==> src/design/dppn_pkg.sv <==
package dppn_pkg;

    localparam int NAME_CHARS_DEF = 7;
    localparam int PATH_LIMIT_DEF = 256;
    localparam int QUEUE_DEPTH    = 4;

    localparam logic [7:0] CHAR_NUL   = 8'h00;
    localparam logic [7:0] CHAR_COLON = 8'h3A;
    localparam logic [7:0] CHAR_SLASH = 8'h2F;
    localparam logic [7:0] CHAR_UNDER = 8'h5F;
    localparam logic [7:0] CHAR_DOT   = 8'h2E;
    localparam logic [7:0] CHAR_ZERO  = 8'h30;
    localparam logic [7:0] CHAR_NINE  = 8'h39;
    localparam logic [7:0] CHAR_LO_A  = 8'h61;
    localparam logic [7:0] CHAR_LO_Z  = 8'h7A;
    localparam logic [7:0] CHAR_UP_A  = 8'h41;
    localparam logic [7:0] CHAR_UP_Z  = 8'h5A;

    localparam logic [1:0] KIND_NAME   = 2'd0;
    localparam logic [1:0] KIND_DEVICE = 2'd1;
    localparam logic [1:0] KIND_PATH   = 2'd2;
    localparam logic [1:0] KIND_END    = 2'd3;

    localparam logic [1:0] STATUS_OK       = 2'd0;
    localparam logic [1:0] STATUS_BAD      = 2'd1;
    localparam logic [1:0] STATUS_TOO_LONG = 2'd2;

    typedef enum logic [2:0] {
        PH_NAME,
        PH_DIGIT,
        PH_LEAD,
        PH_BODY,
        PH_ERROR
    } phase_t;

    // one queued request; pre_slash asks the back end for a '/' ahead of it
    typedef struct packed {
        logic [1:0] kind;
        logic [7:0] value;
        logic [1:0] status;
        logic       last;
        logic       pre_slash;
    } cmd_t;

    typedef struct packed {
        logic head_valid;
        logic not_full;
    } queue_stat_t;

    function automatic logic is_lower(input logic [7:0] c);
        return (c >= CHAR_LO_A) && (c <= CHAR_LO_Z);
    endfunction

    function automatic logic is_digit(input logic [7:0] c);
        return (c >= CHAR_ZERO) && (c <= CHAR_NINE);
    endfunction

    function automatic logic path_char_ok(input logic [7:0] c);
        return is_lower(c) || ((c >= CHAR_UP_A) && (c <= CHAR_UP_Z)) || is_digit(c)
            || (c == CHAR_UNDER) || (c == CHAR_DOT);
    endfunction

endpackage

==> src/design/dppn_in_if.sv <==
interface dppn_in_if;
    logic       valid;
    logic       ready;
    logic [7:0] path_byte;

    modport source (output valid, output path_byte, input ready);
    modport sink (input valid, input path_byte, output ready);
endinterface

==> src/design/dppn_out_if.sv <==
interface dppn_out_if;
    logic       valid;
    logic       ready;
    logic [1:0] kind;
    logic [7:0] value;
    logic [1:0] status;
    logic       last;

    modport source (output valid, output kind, output value, output status, output last,
                    input ready);
    modport sink (input valid, input kind, input value, input status, input last,
                  output ready);
endinterface

==> src/design/dppn_front.sv <==
module dppn_front #(
    parameter int NAME_CHARS = dppn_pkg::NAME_CHARS_DEF,
    parameter int PATH_LIMIT = dppn_pkg::PATH_LIMIT_DEF
) (
    input  logic                  clk,
    input  logic                  rst_n,
    dppn_in_if.sink               path,
    input  dppn_pkg::queue_stat_t qstat,
    output logic                  push,
    output dppn_pkg::cmd_t        push_cmd
);
    import dppn_pkg::*;

    localparam int NCW = $clog2(NAME_CHARS + 1);
    localparam int SIW = $clog2(PATH_LIMIT + 1);

    phase_t           phase_reg, phase_next;
    logic [NCW-1:0]   name_count_reg, name_count_next;
    logic [SIW-1:0]   source_index_reg, source_index_next;
    logic             slash_pending_reg, slash_pending_next;
    logic [3:0]       device_number_reg, device_number_next;

    logic       accept;
    logic [7:0] c;
    logic       nul;
    logic       emit;
    logic       do_finish;
    logic [1:0] fin_status;
    logic       sp;
    cmd_t       cmd;

    assign path.ready = qstat.not_full;
    assign accept     = path.valid && path.ready;
    assign c          = path.path_byte;
    assign nul        = (c == CHAR_NUL);

    always_comb
    begin
        phase_next         = phase_reg;
        name_count_next    = name_count_reg;
        slash_pending_next = slash_pending_reg;
        device_number_next = device_number_reg;
        source_index_next  = (source_index_reg < SIW'(PATH_LIMIT))
                           ? source_index_reg + 1'b1 : source_index_reg;
        emit       = 1'b0;
        do_finish  = 1'b0;
        fin_status = STATUS_OK;
        sp         = slash_pending_reg;
        cmd        = '{kind: KIND_NAME, value: c, status: STATUS_OK, last: 1'b0,
                       pre_slash: 1'b0};

        unique case (phase_reg)
            PH_NAME:
            begin
                if (is_lower(c) && (name_count_reg < NCW'(NAME_CHARS)))
                begin
                    emit            = 1'b1;
                    name_count_next = name_count_reg + 1'b1;
                end
                else if (name_count_reg == '0)
                begin
                    do_finish  = 1'b1;
                    fin_status = STATUS_BAD;
                end
                else if (c == CHAR_COLON)
                begin
                    emit       = 1'b1;
                    cmd.kind   = KIND_DEVICE;
                    cmd.value  = 8'd0;
                    phase_next = PH_LEAD;
                end
                else if (is_digit(c))
                begin
                    device_number_next = 4'(c - CHAR_ZERO);
                    phase_next         = PH_DIGIT;
                end
                else
                begin
                    do_finish  = 1'b1;
                    fin_status = STATUS_BAD;
                end
            end
            PH_DIGIT:
            begin
                if (c == CHAR_COLON)
                begin
                    emit       = 1'b1;
                    cmd.kind   = KIND_DEVICE;
                    cmd.value  = {4'd0, device_number_reg};
                    phase_next = PH_LEAD;
                end
                else
                begin
                    do_finish  = 1'b1;
                    fin_status = STATUS_BAD;
                end
            end
            PH_LEAD, PH_BODY:
            begin
                if (phase_reg == PH_LEAD)
                begin
                    sp = 1'b0;
                end
                if (!((phase_reg == PH_LEAD) && (c == CHAR_SLASH)))
                begin
                    phase_next         = PH_BODY;
                    slash_pending_next = sp;
                    if (nul)
                    begin
                        do_finish  = 1'b1;
                        fin_status = STATUS_OK;
                    end
                    else if ((c == CHAR_SLASH) && sp)
                    begin
                        slash_pending_next = 1'b1;
                    end
                    else if (source_index_reg >= SIW'(PATH_LIMIT))
                    begin
                        do_finish  = 1'b1;
                        fin_status = STATUS_TOO_LONG;
                    end
                    else if (c == CHAR_SLASH)
                    begin
                        slash_pending_next = 1'b1;
                    end
                    else if (!path_char_ok(c))
                    begin
                        do_finish  = 1'b1;
                        fin_status = STATUS_BAD;
                    end
                    else
                    begin
                        emit               = 1'b1;
                        cmd.kind           = KIND_PATH;
                        cmd.pre_slash      = sp;
                        slash_pending_next = 1'b0;
                    end
                end
            end
            default:
            begin
                if (nul)
                begin
                    phase_next         = PH_NAME;
                    name_count_next    = '0;
                    source_index_next  = '0;
                    slash_pending_next = 1'b0;
                    device_number_next = 4'd0;
                end
            end
        endcase

        if (do_finish)
        begin
            emit = 1'b1;
            cmd  = '{kind: KIND_END, value: 8'd0, status: fin_status, last: 1'b1,
                     pre_slash: 1'b0};
            if (nul)
            begin
                phase_next         = PH_NAME;
                name_count_next    = '0;
                source_index_next  = '0;
                slash_pending_next = 1'b0;
                device_number_next = 4'd0;
            end
            else
            begin
                phase_next = PH_ERROR;
            end
        end
    end

    assign push     = accept && emit;
    assign push_cmd = cmd;

    always_ff @(posedge clk or negedge rst_n)
    begin
        if (!rst_n)
        begin
            phase_reg         <= PH_NAME;
            name_count_reg    <= '0;
            source_index_reg  <= '0;
            slash_pending_reg <= 1'b0;
            device_number_reg <= 4'd0;
        end
        else if (accept)
        begin
            phase_reg         <= phase_next;
            name_count_reg    <= name_count_next;
            source_index_reg  <= source_index_next;
            slash_pending_reg <= slash_pending_next;
            device_number_reg <= device_number_next;
        end
    end

endmodule

==> src/design/dppn_queue.sv <==
module dppn_queue (
    input  logic                  clk,
    input  logic                  rst_n,
    input  logic                  push,
    input  dppn_pkg::cmd_t        push_cmd,
    input  logic                  pop,
    output dppn_pkg::cmd_t        head_cmd,
    output dppn_pkg::queue_stat_t qstat
);
    import dppn_pkg::*;

    localparam int PW = $clog2(QUEUE_DEPTH);
    localparam int CW = $clog2(QUEUE_DEPTH + 1);

    cmd_t          mem [QUEUE_DEPTH];
    logic [PW-1:0] wr_ptr_reg, rd_ptr_reg;
    logic [CW-1:0] count_reg, count_next;

    assign qstat.head_valid = (count_reg != '0);
    assign qstat.not_full   = (count_reg != CW'(QUEUE_DEPTH));
    assign head_cmd         = mem[rd_ptr_reg];

    always_comb
    begin
        count_next = count_reg;
        if (push && !pop)
        begin
            count_next = count_reg + 1'b1;
        end
        else if (pop && !push)
        begin
            count_next = count_reg - 1'b1;
        end
    end

    always_ff @(posedge clk)
    begin
        if (push)
        begin
            mem[wr_ptr_reg] <= push_cmd;
        end
    end

    always_ff @(posedge clk or negedge rst_n)
    begin
        if (!rst_n)
        begin
            wr_ptr_reg <= '0;
            rd_ptr_reg <= '0;
            count_reg  <= '0;
        end
        else
        begin
            if (push)
            begin
                wr_ptr_reg <= PW'(wr_ptr_reg + 1'b1);
            end
            if (pop)
            begin
                rd_ptr_reg <= PW'(rd_ptr_reg + 1'b1);
            end
            count_reg <= count_next;
        end
    end

endmodule

==> src/design/dppn_back.sv <==
module dppn_back (
    input  logic                  clk,
    input  logic                  rst_n,
    input  dppn_pkg::cmd_t        head_cmd,
    input  dppn_pkg::queue_stat_t qstat,
    output logic                  pop,
    dppn_out_if.source            result
);
    import dppn_pkg::*;

    logic       out_valid_reg;
    logic       half_reg, half_next;
    logic [1:0] kind_reg, kind_next;
    logic [7:0] value_reg, value_next;
    logic [1:0] status_reg, status_next;
    logic       last_reg, last_next;
    logic       load;

    assign load = qstat.head_valid && (!out_valid_reg || result.ready);

    always_comb
    begin
        pop         = 1'b0;
        half_next   = half_reg;
        kind_next   = head_cmd.kind;
        value_next  = head_cmd.value;
        status_next = head_cmd.status;
        last_next   = head_cmd.last;
        if (load)
        begin
            if (head_cmd.pre_slash && !half_reg)
            begin
                // merged slash goes out ahead of the char that follows it
                kind_next   = KIND_PATH;
                value_next  = CHAR_SLASH;
                status_next = STATUS_OK;
                last_next   = 1'b0;
                half_next   = 1'b1;
            end
            else
            begin
                pop       = 1'b1;
                half_next = 1'b0;
            end
        end
    end

    always_ff @(posedge clk)
    begin
        if (load)
        begin
            kind_reg   <= kind_next;
            value_reg  <= value_next;
            status_reg <= status_next;
            last_reg   <= last_next;
        end
    end

    always_ff @(posedge clk or negedge rst_n)
    begin
        if (!rst_n)
        begin
            out_valid_reg <= 1'b0;
            half_reg      <= 1'b0;
        end
        else
        begin
            half_reg <= half_next;
            if (load)
            begin
                out_valid_reg <= 1'b1;
            end
            else if (result.ready)
            begin
                out_valid_reg <= 1'b0;
            end
        end
    end

    assign result.valid  = out_valid_reg;
    assign result.kind   = kind_reg;
    assign result.value  = value_reg;
    assign result.status = status_reg;
    assign result.last   = last_reg;

endmodule

==> src/design/device_path_parse_normalize.sv <==
// Device path parser / normalizer.
// path   : request channel, one byte of a NUL-terminated "name[digit]:path"
//          string per request (path_byte).
// result : request channel of results (kind, value, status, last). Name chars,
//          then the device number, then normalized path chars, then one end
//          status with last = 1. After an error, bytes are dropped up to NUL.
// Throughput: one byte per cycle while the queue is not full. A byte that
// releases a merged slash makes two results, which leave the output register
// in turn. A result is registered in the queue, then in the output register.
// The front end parses into a 4-entry request queue; the back end drains it
// into a registered output. path.ready drops only when the queue is full, so
// a stalled receiver holds the output and the queue absorbs 4 more queued
// requests (a merged slash rides with its char) before input backs up.
// Nothing is lost or repeated under stall.
// Reset (rst_n low, async): parser back to the name phase, queue and output
// emptied; no startup sweep.
module device_path_parse_normalize #(
    parameter int NAME_CHARS = dppn_pkg::NAME_CHARS_DEF,
    parameter int PATH_LIMIT = dppn_pkg::PATH_LIMIT_DEF
) (
    input  logic       clk,
    input  logic       rst_n,
    dppn_in_if.sink    path,
    dppn_out_if.source result
);
    import dppn_pkg::*;

    logic        push;
    logic        pop;
    cmd_t        push_cmd;
    cmd_t        head_cmd;
    queue_stat_t qstat;

    dppn_front #(
        .NAME_CHARS (NAME_CHARS),
        .PATH_LIMIT (PATH_LIMIT)
    ) u_front (
        .clk      (clk),
        .rst_n    (rst_n),
        .path     (path),
        .qstat    (qstat),
        .push     (push),
        .push_cmd (push_cmd)
    );

    dppn_queue u_queue (
        .clk      (clk),
        .rst_n    (rst_n),
        .push     (push),
        .push_cmd (push_cmd),
        .pop      (pop),
        .head_cmd (head_cmd),
        .qstat    (qstat)
    );

    dppn_back u_back (
        .clk      (clk),
        .rst_n    (rst_n),
        .head_cmd (head_cmd),
        .qstat    (qstat),
        .pop      (pop),
        .result   (result)
    );

endmodule
==> src/flat_wrapper.sv <==
// flat-port wrapper written by rule: the top's interface ports become plain ports
module device_path_parse_normalize_flat import dppn_pkg::*;
#(
    parameter int NAME_CHARS = dppn_pkg::NAME_CHARS_DEF,
    parameter int PATH_LIMIT = dppn_pkg::PATH_LIMIT_DEF
)
  (clk, rst_n, path_valid, path_path_byte, path_ready, result_valid, result_kind, result_value, result_status, result_last, result_ready);
  dppn_in_if path_i ();
  dppn_out_if result_i ();
  input  logic clk;
  input  logic rst_n;
  input wire logic [$bits(path_i.valid)-1:0] path_valid;
  input wire logic [$bits(path_i.path_byte)-1:0] path_path_byte;
  output wire logic [$bits(path_i.ready)-1:0] path_ready;
  output wire logic [$bits(result_i.valid)-1:0] result_valid;
  output wire logic [$bits(result_i.kind)-1:0] result_kind;
  output wire logic [$bits(result_i.value)-1:0] result_value;
  output wire logic [$bits(result_i.status)-1:0] result_status;
  output wire logic [$bits(result_i.last)-1:0] result_last;
  input wire logic [$bits(result_i.ready)-1:0] result_ready;
  assign path_i.valid = path_valid;
  assign path_i.path_byte = path_path_byte;
  assign path_ready = path_i.ready;
  assign result_valid = result_i.valid;
  assign result_kind = result_i.kind;
  assign result_value = result_i.value;
  assign result_status = result_i.status;
  assign result_last = result_i.last;
  assign result_i.ready = result_ready;
  device_path_parse_normalize #(.NAME_CHARS(NAME_CHARS), .PATH_LIMIT(PATH_LIMIT)) u_core (.clk(clk), .rst_n(rst_n), .path(path_i), .result(result_i));
endmodule
==> config.mk <==
export PLATFORM = sky130hd
export DESIGN_NAME = device_path_parse_normalize_flat
export DESIGN_NICKNAME = d
export VERILOG_FILES = /design/src/design/dppn_pkg.sv /design/src/design/dppn_in_if.sv /design/src/design/dppn_out_if.sv /design/src/design/dppn_front.sv /design/src/design/dppn_queue.sv /design/src/design/dppn_back.sv /design/src/design/device_path_parse_normalize.sv /design/src/flat_wrapper.sv
export SDC_FILE = /design/constraint.sdc
export NUM_CORES = 1
export LEC_CHECK = 0
export ABC_AREA = 1
export BUFFER_PORTS_ARGS = -buffer_cell sky130_fd_sc_hd__buf_2
export CELL_PAD_IN_SITES_DETAIL_PLACEMENT = 0
export CELL_PAD_IN_SITES_GLOBAL_PLACEMENT = 1
export CORE_MARGIN = 1.5
export CORE_UTILIZATION = 54
export CTS_BUF_LIST = sky130_fd_sc_hd__clkbuf_4 sky130_fd_sc_hd__clkbuf_8
export CTS_CLUSTER_DIAMETER = 150
export DETAILED_ROUTE_END_ITERATION = 10
export GPL_ROUTABILITY_DRIVEN = 0
export MAX_ROUTING_LAYER = met4
export PLACE_DENSITY = 0.95
export SLEW_MARGIN = 20
export SYNTH_ARGS = -nofsm -noshare
export SYNTH_HDL_FRONTEND = slang
export SYNTH_HIERARCHICAL = 1
export SYNTH_SLANG_ARGS = --single-unit
==> constraint.sdc <==
create_clock -name clk -period 6.9 [get_ports clk]
set_input_delay 0.345 -clock clk [delete_from_list [all_inputs] [get_ports clk]]
set_output_delay 0.345 -clock clk [all_outputs]
set_load 0.02 [all_outputs]
==> impl_metrics.csv, run 1 <==
group,metric,value,unit
grt,grt_pass1_wl,16.1,mm
worst_setup_path,end_kind,"flop",
worst_setup_path,cp_max_fo,15,
worst_setup_path,cp_slowest_cell,"dfrtp_1",
sta,hold_violations,0,
sta,maxSlewViolCount,0,
sta,fin_crit_sh,0.441,
die,initial_utilization,0.552,
power,power,2.30,mW
sta,final.setup_skew,0.0110,ns
drt,wl_per_cell,14.5,um
job,cap_violations,0,
clock_network,holdBufCountCts,0,
finish,fillers,776,
worst_setup_path,r2r_slack,3.86,ns
worst_setup_path,cpMostUsedCell,"nand2_1",
power,power_density,427,nW/um^2
worst_setup_path,r2r_start,"u_core/u_front/phase_reg[2]",
synthesis,yosysTopAreaCell,"edfxtp_1",
synthesis,netlist_instances,519,
outcome,outcome,"completed",
synthesis,synth_fp_nets,541,
drt,drt-total-wl,9.47,mm
drt,dr.first_iter.drc_count,120,
synthesis,synth_common_cells,"nand2_1, inv_1, edfxtp_1",
worst_setup_path,worstPathCellList,"inv_2, nand2_1, o21ai_0, o21ai_1, nand2_1, nand2_2, nand2_2, nor2_4, nor2_2, ha_1, inv_1, fa_1, nand2_1, nand3_1, nand2_1, nand2_1",
die,rows,35,
worst_setup_path,worst_r2r_endpoint,"u_core/u_queue/count_reg[2]",
worst_hold_path,hold_class,"in -> async",
synthesis,async_reset_ff_frac,0.296,
place,dpl_cell_area,5180,sq um
clock_network,ctsHtreeMaxLevel,3,
synthesis,synth_edf_count,69,
grt,grt_max_degree,59,
die,dieHeight,99.8,um
grt,track_usage,0.212,
synthesis,synthFlopType,"edfxtp_1",
synthesis,synthDominantCellAreaShare,0.410,
synthesis,synth_most_common_cell,"nand2_1",
die,die_x,99.8,um
clock_network,numCtsBuffers,9,
clock_network,root_buffer,"clkbuf_8",
drt,vias,3444,
sta,tns,0,ns
finish,area_growth,6.41,%
die,io_pins,27,
sta,slew_headroom,0.516,
power,p_leak,2.46,nW
clock_network,clk_pin_slew,0.09,ns
finish,largest_register_ffs,56,
drt,avgViaCountPerCell,5.27,
drt,first_pass_iters,4,
drt,drc,0,
synthesis,ys_seq_elements,98,
sta,fin_crit,3.04,ns
worst_setup_path,rr_worst_depth,16,
synthesis,post_synth_num_cell_types,41,
clock_network,postCtsResizedCells,0,
sta,setup_violations,0,
worst_setup_path,startpoint_type,"flop",
clock_network,postCtsSetupBuffers,0,
synthesis,yosysWarnings,6,
die,core-area,9150,sq um
place,io_buffers,26,
clock_network,clk_latency,0.35,ns
finish,final_nets,560,
worst_setup_path,arrival,3.28,ns
finish,drive_gt1_frac,0.182,
clock_network,cts_tree,"done",
sta,rsz0062_at_grt,"no",
die,die_area,9950,sq um
drt,postRouteAntennaNets,0,
grt,grt_pass1_vias,3404,
finish,antenna_cells,0,
synthesis,synth_area_per_cell,9.74,sq um
synthesis,syn_area,5050,sq um
synthesis,synthTopCellsByArea,"edfxtp_1, dfrtp_1, nand2_1",
place,place_hpwl,6.67,mm
worst_setup_path,crit_buf_inv,2,
synthesis,synth-seq-area-share,0.553,
clock_network,cts_num_sinks,98,
worst_setup_path,worstPathRequired,7.14,ns
finish,final_area,5380,sq um
power,peakVddDrop,0.228,mV
grt,antenna_found_initial,0,
grt,gr-total-overflow,0,
finish,utilization,0.588,
sta,fmax,0.329,GHz
worst_setup_path,crit_type,"reg -> reg",
worst_setup_path,cpLargestDelayFamily,"simple AND/OR/NAND/NOR gates",
sta,worstMarginPinSlew,0.717,ns
worst_setup_path,crit_path_max_incr_delay,0.42,ns
clock_network,cts_buffer_depth,2,
[through the flow]
step                instances  worst slack [ns]  hold WS [ns]
finish                    654              3.86        0.0168
global route              654              3.57        0.0711
CTS                       654              3.76        0.0309
detailed placement        638              3.79         0.419
global placement          638              3.91         0.419
floorplan                 519              4.55        0.0494
[area by class of cell]
class                      instances  area, sq um  share of cell area
inverter                          87          328              0.0609
clock buffer                       9          124              0.0230
sequential                        98         2800               0.521
multi-input combinational        316         1780               0.331
tap                              111          139              0.0258
clock inverter                     7         75.1              0.0140
timing repair buffer              26          130              0.0242
[kinds of logic after synthesis]
| family | share of synthesized area |
|---|---|
| AO/OA/AOI/OAI | 0.0869 |
| XOR/XNOR | 0.0173 |
| adder cells (fa/ha/maj) | 0.0262 |
| buffers and inverters | 0.0941 |
| flip-flops | 0.553 |
| AND/OR/NAND/NOR | 0.222 |
[routing by layer]
layer  vias to the layer above  wire length (um)  global-route usage
li1                       1732                 -                   -
met1                      1635              4350               0.267
met2                        62              4710               0.355
met3                        15               260              0.0330
met4                         0               144              0.0628
met5                         -                 0                   -
[worst max path at each step]
stage                                              to  cells past startpoint                          from
after global routing      u_core/u_queue/count_reg[2]                     16   u_core/u_front/phase_reg[2]
after floorplan              u_core/u_queue/mem[0][0]                     13   u_core/u_front/phase_reg[2]
after detailed placement  u_core/u_queue/count_reg[2]                     13  u_core/u_queue/rd_ptr_reg[0]
after global placement    u_core/u_queue/count_reg[2]                     13  u_core/u_queue/rd_ptr_reg[0]
final                     u_core/u_queue/count_reg[2]                     16   u_core/u_front/phase_reg[2]
after CTS                 u_core/u_queue/count_reg[2]                     13  u_core/u_queue/rd_ptr_reg[0]
[where the power goes]
| group | switching, mW | leakage, nW | internal [mW] |
|---|---|---|---|
| sequential | 0.152 | 1.01 | 0.891 |
| combinational | 0.590 | 1.34 | 0.297 |
| clock | 0.198 | 0.0996 | 0.171 |
[placed cells by master, fill, tap and decap left out, types with 2 or more instances in the layout]
master    synthesis  routed
nand2_1         124     124
inv_1            81      81
edfxtp_1         69      69
nor2_1           39      39
dfrtp_1          29      28
nand3_1          28      28
buf_2             5      26
o21ai_0          16      16
o211ai_1         15      15
o211ai_2         14      14
clkbuf_8          0       9
nor2_2            9       9
nand2_2           9       9
ha_1              9       9
nand4_1           8       8
xor2_1            7       7
or2_2             5       5
inv_2             5       5
nor3_1            4       4
nor3_2            4       4
o21ai_1           3       3
a21oi_1           3       3
xnor2_1           3       3
inv_6             0       2
clkinv_2          1       2
nand3_2           2       2
nor2_4            2       2
nand4_2           2       2
(Power assumes the default switching activity.)
==> inputs of run 2 (changes only) <==
--- a/config.mk
+++ b/config.mk
@@ -10,13 +10,13 @@
 export CELL_PAD_IN_SITES_DETAIL_PLACEMENT = 0
 export CELL_PAD_IN_SITES_GLOBAL_PLACEMENT = 1
 export CORE_MARGIN = 1.5
-export CORE_UTILIZATION = 54
+export CORE_UTILIZATION = 45
 export CTS_BUF_LIST = sky130_fd_sc_hd__clkbuf_4 sky130_fd_sc_hd__clkbuf_8
 export CTS_CLUSTER_DIAMETER = 150
 export DETAILED_ROUTE_END_ITERATION = 10
 export GPL_ROUTABILITY_DRIVEN = 0
 export MAX_ROUTING_LAYER = met4
-export PLACE_DENSITY = 0.95
+export PLACE_DENSITY = 0.89
 export SLEW_MARGIN = 20
 export SYNTH_ARGS = -nofsm -noshare
 export SYNTH_HDL_FRONTEND = slang
==> constraint.sdc (replaced) <==
create_clock -name clk -period 2.5 [get_ports clk]
set_input_delay 0.125 -clock clk [delete_from_list [all_inputs] [get_ports clk]]
set_output_delay 0.125 -clock clk [all_outputs]
set_load 0.02 [all_outputs]
==> run 2 against run 1 <==
Compared with the run above:
- cell area up 5.2%
- power grew to 2.9 times the previous value
- hold slack gained 0.050 ns
- critical endpoint unchanged
- critical path depth rose by 2
- sequential share of layout area down 2.6 points
- largest cell class unchanged
- via count grew 2.1%
- first-iteration DRC count is 30% higher
==> impl_metrics.csv, run 2 (synthesized netlist as in run 1, its figures left out) <==
group,metric,value,unit
place,dpl_cell_area,5390,sq um
drt,drc,0,
worst_setup_path,startpoint_type,"flop",
finish,drive_gt1_frac,0.241,
finish,utilization,0.520,
drt,dr.first_iter.drc_count,156,
clock_network,cts_buffer_depth,2,
power,switching_share,0.410,
sta,setup_violations,0,
grt,use_met1,0.229,
sta,fin_crit,2.32,ns
sta,fmax,0.431,GHz
worst_setup_path,crit_type,"reg -> reg",
drt,avgViaCountPerCell,4.99,
die,core-area,10900,sq um
clock_network,ctsHtreeMaxLevel,3,
grt,met3_usage,0.0251,
drt,vias,3516,
clock_network,root_buffer,"clkbuf_8",
clock_network,numCtsBuffers,9,
finish,layout_common_cells,"nand2_1, inv_1, edfxtp_1",
finish,antenna_cells,0,
sta,worstMarginPinSlew,0.669,ns
power,p_int,3.89,mW
drt,wl_per_cell,13.8,um
grt,gr-total-overflow,0,
place,place_hpwl,6.81,mm
grt,antenna_found_initial,0,
power,power_switching,2.71,mW
worst_setup_path,arrival,2.63,ns
die,rows,38,
sta,slew_headroom,0.554,
drt,postRouteAntennaNets,0,
power,p_seq_frac,0.409,
finish,final_area,5660,sq um
grt,grt_pass1_vias,3365,
die,io_pins,27,
sta,tns,0,ns
die,die_area,11900,sq um
die,dieHeight,109,um
finish,layout.cells.most_common,"nand2_1",
power,power_density,1170,nW/um^2
place,io_buffers,26,
worst_setup_path,worstPathRequired,2.81,ns
sta,final.setup_skew,0.00822,ns
job,cap_violations,0,
grt,grt_max_degree,53,
sta,fin_ws,0.179,ns
place,pre_cts_ws,0.0169,ns
drt,first_pass_iters,5,
power,combPwrFrac,0.446,
clock_network,cts_tree,"done",
sta,fin_crit_sh,0.929,
power,pwr-share-clk,0.145,
finish,area_growth,12.0,%
die,die_x,109,um
sta,maxSlewViolCount,0,
finish,largest_register_ffs,56,
drt,drt-total-wl,9.70,mm
outcome,outcome,"completed",
worst_hold_path,hold_class,"in -> reg",
die,initial_utilization,0.464,
sta,hold_violations,0,
grt,track_usage,0.185,
worst_setup_path,cp_max_fo,7,
sta,rsz0062_at_grt,"no",
power,peakVddDrop,0.533,mV
power,p_leak,2.57,nW
sta,holdWs,0.0668,ns
clock_network,cts_num_sinks,98,
grt,grt_pass1_wl,16.3,mm
clock_network,clk_latency,0.36,ns
finish,final_nets,582,
finish,fillers,969,
clock_network,clk_pin_slew,0.10,ns
worst_setup_path,end_kind,"flop",
grt,busiest_layer,"met2",
grt,use_met2,0.309,
## run 2: changes by cell type in the layout (fill, tap and decap cells not counted), moves of 3 or more
cell | previous run | this run
buf_12 | 0 | 4
buf_4 | 0 | 16
nand2_1 | 124 | 120
nand2_2 | 9 | 13
nor2_1 | 39 | 36
nor2_2 | 9 | 12
## run 2: power by group through the flow
stage	registers [mW]	logic, mW	clock network, mW
4_1_cts	2.70	2.87	0.994
3_5_place_dp	2.73	2.86	0
2_1_floorplan	2.84	2.06	0
5_1_grt	2.76	3.32	1.06
3_3_place_gp	2.71	2.77	0
6_report	2.70	2.95	0.958
## run 2: critical path, stage by stage, from the launching register on
cell and delay [ns]:
dfrtp_1 0.42, nor2_2 0.14, inv_1 0.09, nor2_4 0.11, buf_6 0.14, nand2_2 0.06, a21oi_2 0.12, nor2_2 0.07
nand2_2 0.09, nor2_4 0.04, nor2_2 0.10, ha_2 0.20, inv_2 0.05, fa_2 0.34, inv_1 0.06, nand2_1 0.06
nand3_1 0.08, nand2_1 0.05, nand2_1 0.05
## run 2: layout make-up
type	count	area, sq um	area share
Clock inverter	7	60.1	0.0106
Multi-Input combinational cell	316	1820	0.322
Sequential cell	98	2800	0.494
Tap cell	140	175	0.0309
Timing Repair Buffer	48	352	0.0621
Clock buffer	9	124	0.0219
Inverter	87	328	0.0579
## run 2: what timing repair did
action / in CTS / in global routing
setup endpoints to repair: 0 / 2
resized for setup: 0 / 17
buffers inserted: 0 / 4
hold buffers: 1 / 0
hold endpoints to repair: 29 / 0
## run 2: path summary, 6_finish.rpt
check / slack [ns] / end / start / cells past startpoint
max in group asynchronous: 1.70 / u_core/u_queue/rd_ptr_reg[0] / rst_n / 2
min in group asynchronous: 0.32 / u_core/u_front/device_number_reg[2] / rst_n / 2
max: 0.18 / u_core/u_queue/count_reg[2] / u_core/u_front/phase_reg[1] / 18
min reg2reg: 0.52 / u_core/u_front/device_number_reg[3] / u_core/u_front/device_number_reg[3] / 2
min: 0.07 / u_core/u_back/result.valid / result_ready / 4
max reg2reg: 0.18 / u_core/u_queue/count_reg[2] / u_core/u_front/phase_reg[1] / 18
## run 2: per-layer routing
| layer | wire [um] | part of all wire | vias up |
|---|---|---|---|
| li1 | - | - | 1775 |
| met1 | 4250 | 0.44 | 1654 |
| met2 | 4930 | 0.51 | 73 |
| met3 | 370 | 0.038 | 14 |
| met4 | 157 | 0.016 | 0 |
| met5 | 0 | 0 | - |
## run 2: metrics by stage
stage                     power (mW)  instances
final                           6.60        705
after global routing            7.13        705
after CTS                       6.56        701
after detailed placement        5.59        684
after global placement          5.48        684
after floorplan                 4.91        519
==> inputs of run 3 (changes only) <==
--- a/config.mk
+++ b/config.mk
@@ -10,13 +10,13 @@
 export CELL_PAD_IN_SITES_DETAIL_PLACEMENT = 0
 export CELL_PAD_IN_SITES_GLOBAL_PLACEMENT = 1
 export CORE_MARGIN = 1.5
-export CORE_UTILIZATION = 45
+export CORE_UTILIZATION = 50
 export CTS_BUF_LIST = sky130_fd_sc_hd__clkbuf_4 sky130_fd_sc_hd__clkbuf_8
 export CTS_CLUSTER_DIAMETER = 150
 export DETAILED_ROUTE_END_ITERATION = 10
 export GPL_ROUTABILITY_DRIVEN = 0
 export MAX_ROUTING_LAYER = met4
-export PLACE_DENSITY = 0.89
+export PLACE_DENSITY = 0.93
 export SLEW_MARGIN = 20
 export SYNTH_ARGS = -nofsm -noshare
 export SYNTH_HDL_FRONTEND = slang
==> constraint.sdc (replaced) <==
create_clock -name clk -period 2.45 [get_ports clk]
set_input_delay 0.1225 -clock clk [delete_from_list [all_inputs] [get_ports clk]]
set_output_delay 0.1225 -clock clk [all_outputs]
set_load 0.02 [all_outputs]
==> run 3 against run 2 <==
Compared with the run above:
- sequential cell count stayed put
- hold slack worse by 0.012 ns
- die area is 9.7% lower
- via count is 1.3% higher
- worst setup slack lost 0.13 ns
- sequential share of layout area is 0.63 points lower
- global-route usage is 1.0 points higher
- critical endpoint unchanged
==> impl_metrics.csv, run 3 (synthesized netlist as in run 1, its figures left out) <==
group,metric,value,unit
outcome,outcome,"completed",
finish,multiInputGateArea,1830,sq um
die,dieHeight,104,um
worst_setup_path,worstPathRequired,2.71,ns
drt,vias,3563,
sta,fin_ws,0.0496,ns
sta,hold_violations,0,
sta,final.setup_skew,0.0106,ns
sta,worstMarginPinSlew,0.688,ns
power,power,6.95,mW
power,power_density,1210,nW/um^2
finish,fillers,865,
power,peakVddDrop,0.525,mV
sta,slew_headroom,0.541,
finish,largest_register_ffs,56,
finish,drive_gt1_frac,0.252,
die,die_area,10700,sq um
clock_network,cts_tree,"done",
finish,seq_area,2800,sq um
die,core-area,9770,sq um
job,cap_violations,0,
drt,postRouteAntennaNets,0,
drt,first_pass_iters,5,
drt,wl_per_cell,13.9,um
grt,track_usage,0.195,
finish,area_growth,13.4,%
drt,avgViaCountPerCell,5.06,
clock_network,cts_num_sinks,98,
clock_network,cts_buffer_depth,2,
place,pre_cts_ws,-0.0163,ns
place,io_buffers,26,
worst_setup_path,arrival,2.66,ns
clock_network,clk_pin_slew,0.10,ns
drt,drt-total-wl,9.80,mm
clock_network,numCtsBuffers,9,
sta,rsz0062_at_grt,"yes",
finish,antenna_cells,0,
sta,fin_crit_sh,0.980,
die,initial_utilization,0.517,
clock_network,clk_latency,0.36,ns
grt,grt_pass1_vias,3477,
place,place_hpwl,6.82,mm
grt,grt_pass1_wl,16.3,mm
sta,fin_crit,2.40,ns
drt,drc,0,
grt,gr-total-overflow,0,
power,p_leak,2.62,nW
drt,dr.first_iter.drc_count,194,
grt,grt_max_degree,53,
die,io_pins,27,
sta,maxSlewViolCount,0,
clock_network,ctsHtreeMaxLevel,3,
sta,tns,0,ns
worst_setup_path,cp_max_fo,3,
die,rows,36,
finish,final_nets,588,
sta,holdWs,0.0547,ns
grt,antenna_found_initial,0,
sta,setup_violations,0,
worst_setup_path,crit_type,"reg -> reg",
sta,fmax,0.417,GHz
die,die_x,104,um
clock_network,root_buffer,"clkbuf_8",
worst_setup_path,startpoint_type,"flop",
worst_setup_path,end_kind,"flop",
finish,layout_common_cells,"nand2_1, inv_1, edfxtp_1",
finish,layout.cells.most_common,"nand2_1",
worst_hold_path,hold_class,"in -> reg",
## run 3: changes by cell type in the layout (fill, tap and decap cells not counted), moves of 2 or more
| cell | delta |
|---|---|
| buf_4 | +5 |
| clkinvlp_4 | -2 |
| inv_1 | -2 |
| inv_2 | +2 |
## run 3: layout make-up
class                           count  area share
Timing Repair Buffer               54      0.0698
Clock inverter                      7      0.0151
Tap cell                          133      0.0290
Multi-Input combinational cell    316       0.319
Clock buffer                        9      0.0216
Inverter                           87      0.0572
Sequential cell                    98       0.488
## run 3: final timing paths
path	slack, ns	from	endpoint	cells after the start
max in group asynchronous	1.63	rst_n	u_core/u_queue/rd_ptr_reg[0]	2
min reg2reg	0.52	u_core/u_front/device_number_reg[3]	u_core/u_front/device_number_reg[3]	2
max	0.05	u_core/u_front/name_count_reg[1]	u_core/u_queue/count_reg[2]	18
max reg2reg	0.05	u_core/u_front/name_count_reg[1]	u_core/u_queue/count_reg[2]	18
min in group asynchronous	0.33	rst_n	u_core/u_front/name_count_reg[0]	2
min	0.05	result_ready	u_core/u_back/result.valid	4
## run 3: metal layers
metal | GRT usage | vias to the layer above | wire [um]
met3 | 0.0396 | 8 | 385
met5 | - | - | 0
met4 | 0.0486 | 0 | 73
met2 | 0.332 | 71 | 5100
li1 | - | 1787 | -
met1 | 0.240 | 1697 | 4240
## run 3: what timing repair did
item                                    CTS  global route
hold buffers                              1             0
endpoints found under the setup margin    1             2
pin swaps                                 0            12
endpoints found under the hold margin    29             0
buffers inserted                          0             6
gates resized for setup                   1            19
## run 3: critical path: stages, from the launching register on
cell,delay (ns)
dfrtp_1,0.40
buf_6,0.13
nand3_2,0.06
nand2_2,0.11
inv_2,0.03
nand4_1,0.10
nand2_1,0.10
a21oi_2,0.12
nor2_2,0.07
nand2_2,0.10
nor2_4,0.04
nor2_2,0.12
ha_2,0.21
inv_2,0.05
fa_2,0.38
inv_2,0.07
nand2_2,0.06
nand4_1,0.08
nand2_1,0.06
## run 3: per-stage QoR
step	instance area, sq um	util	std cells
CTS	5640	0.577	698
floorplan	5050	-	519
finish	5730	0.587	704
detailed placement	5410	0.554	681
global route	5730	0.587	704
global placement	5410	0.554	681
## run 3: where the power goes
group	internal [mW]	switching, mW	total, mW
clock	0.493	0.593	1.09
combinational	1.14	1.97	3.12
sequential	2.50	0.247	2.75
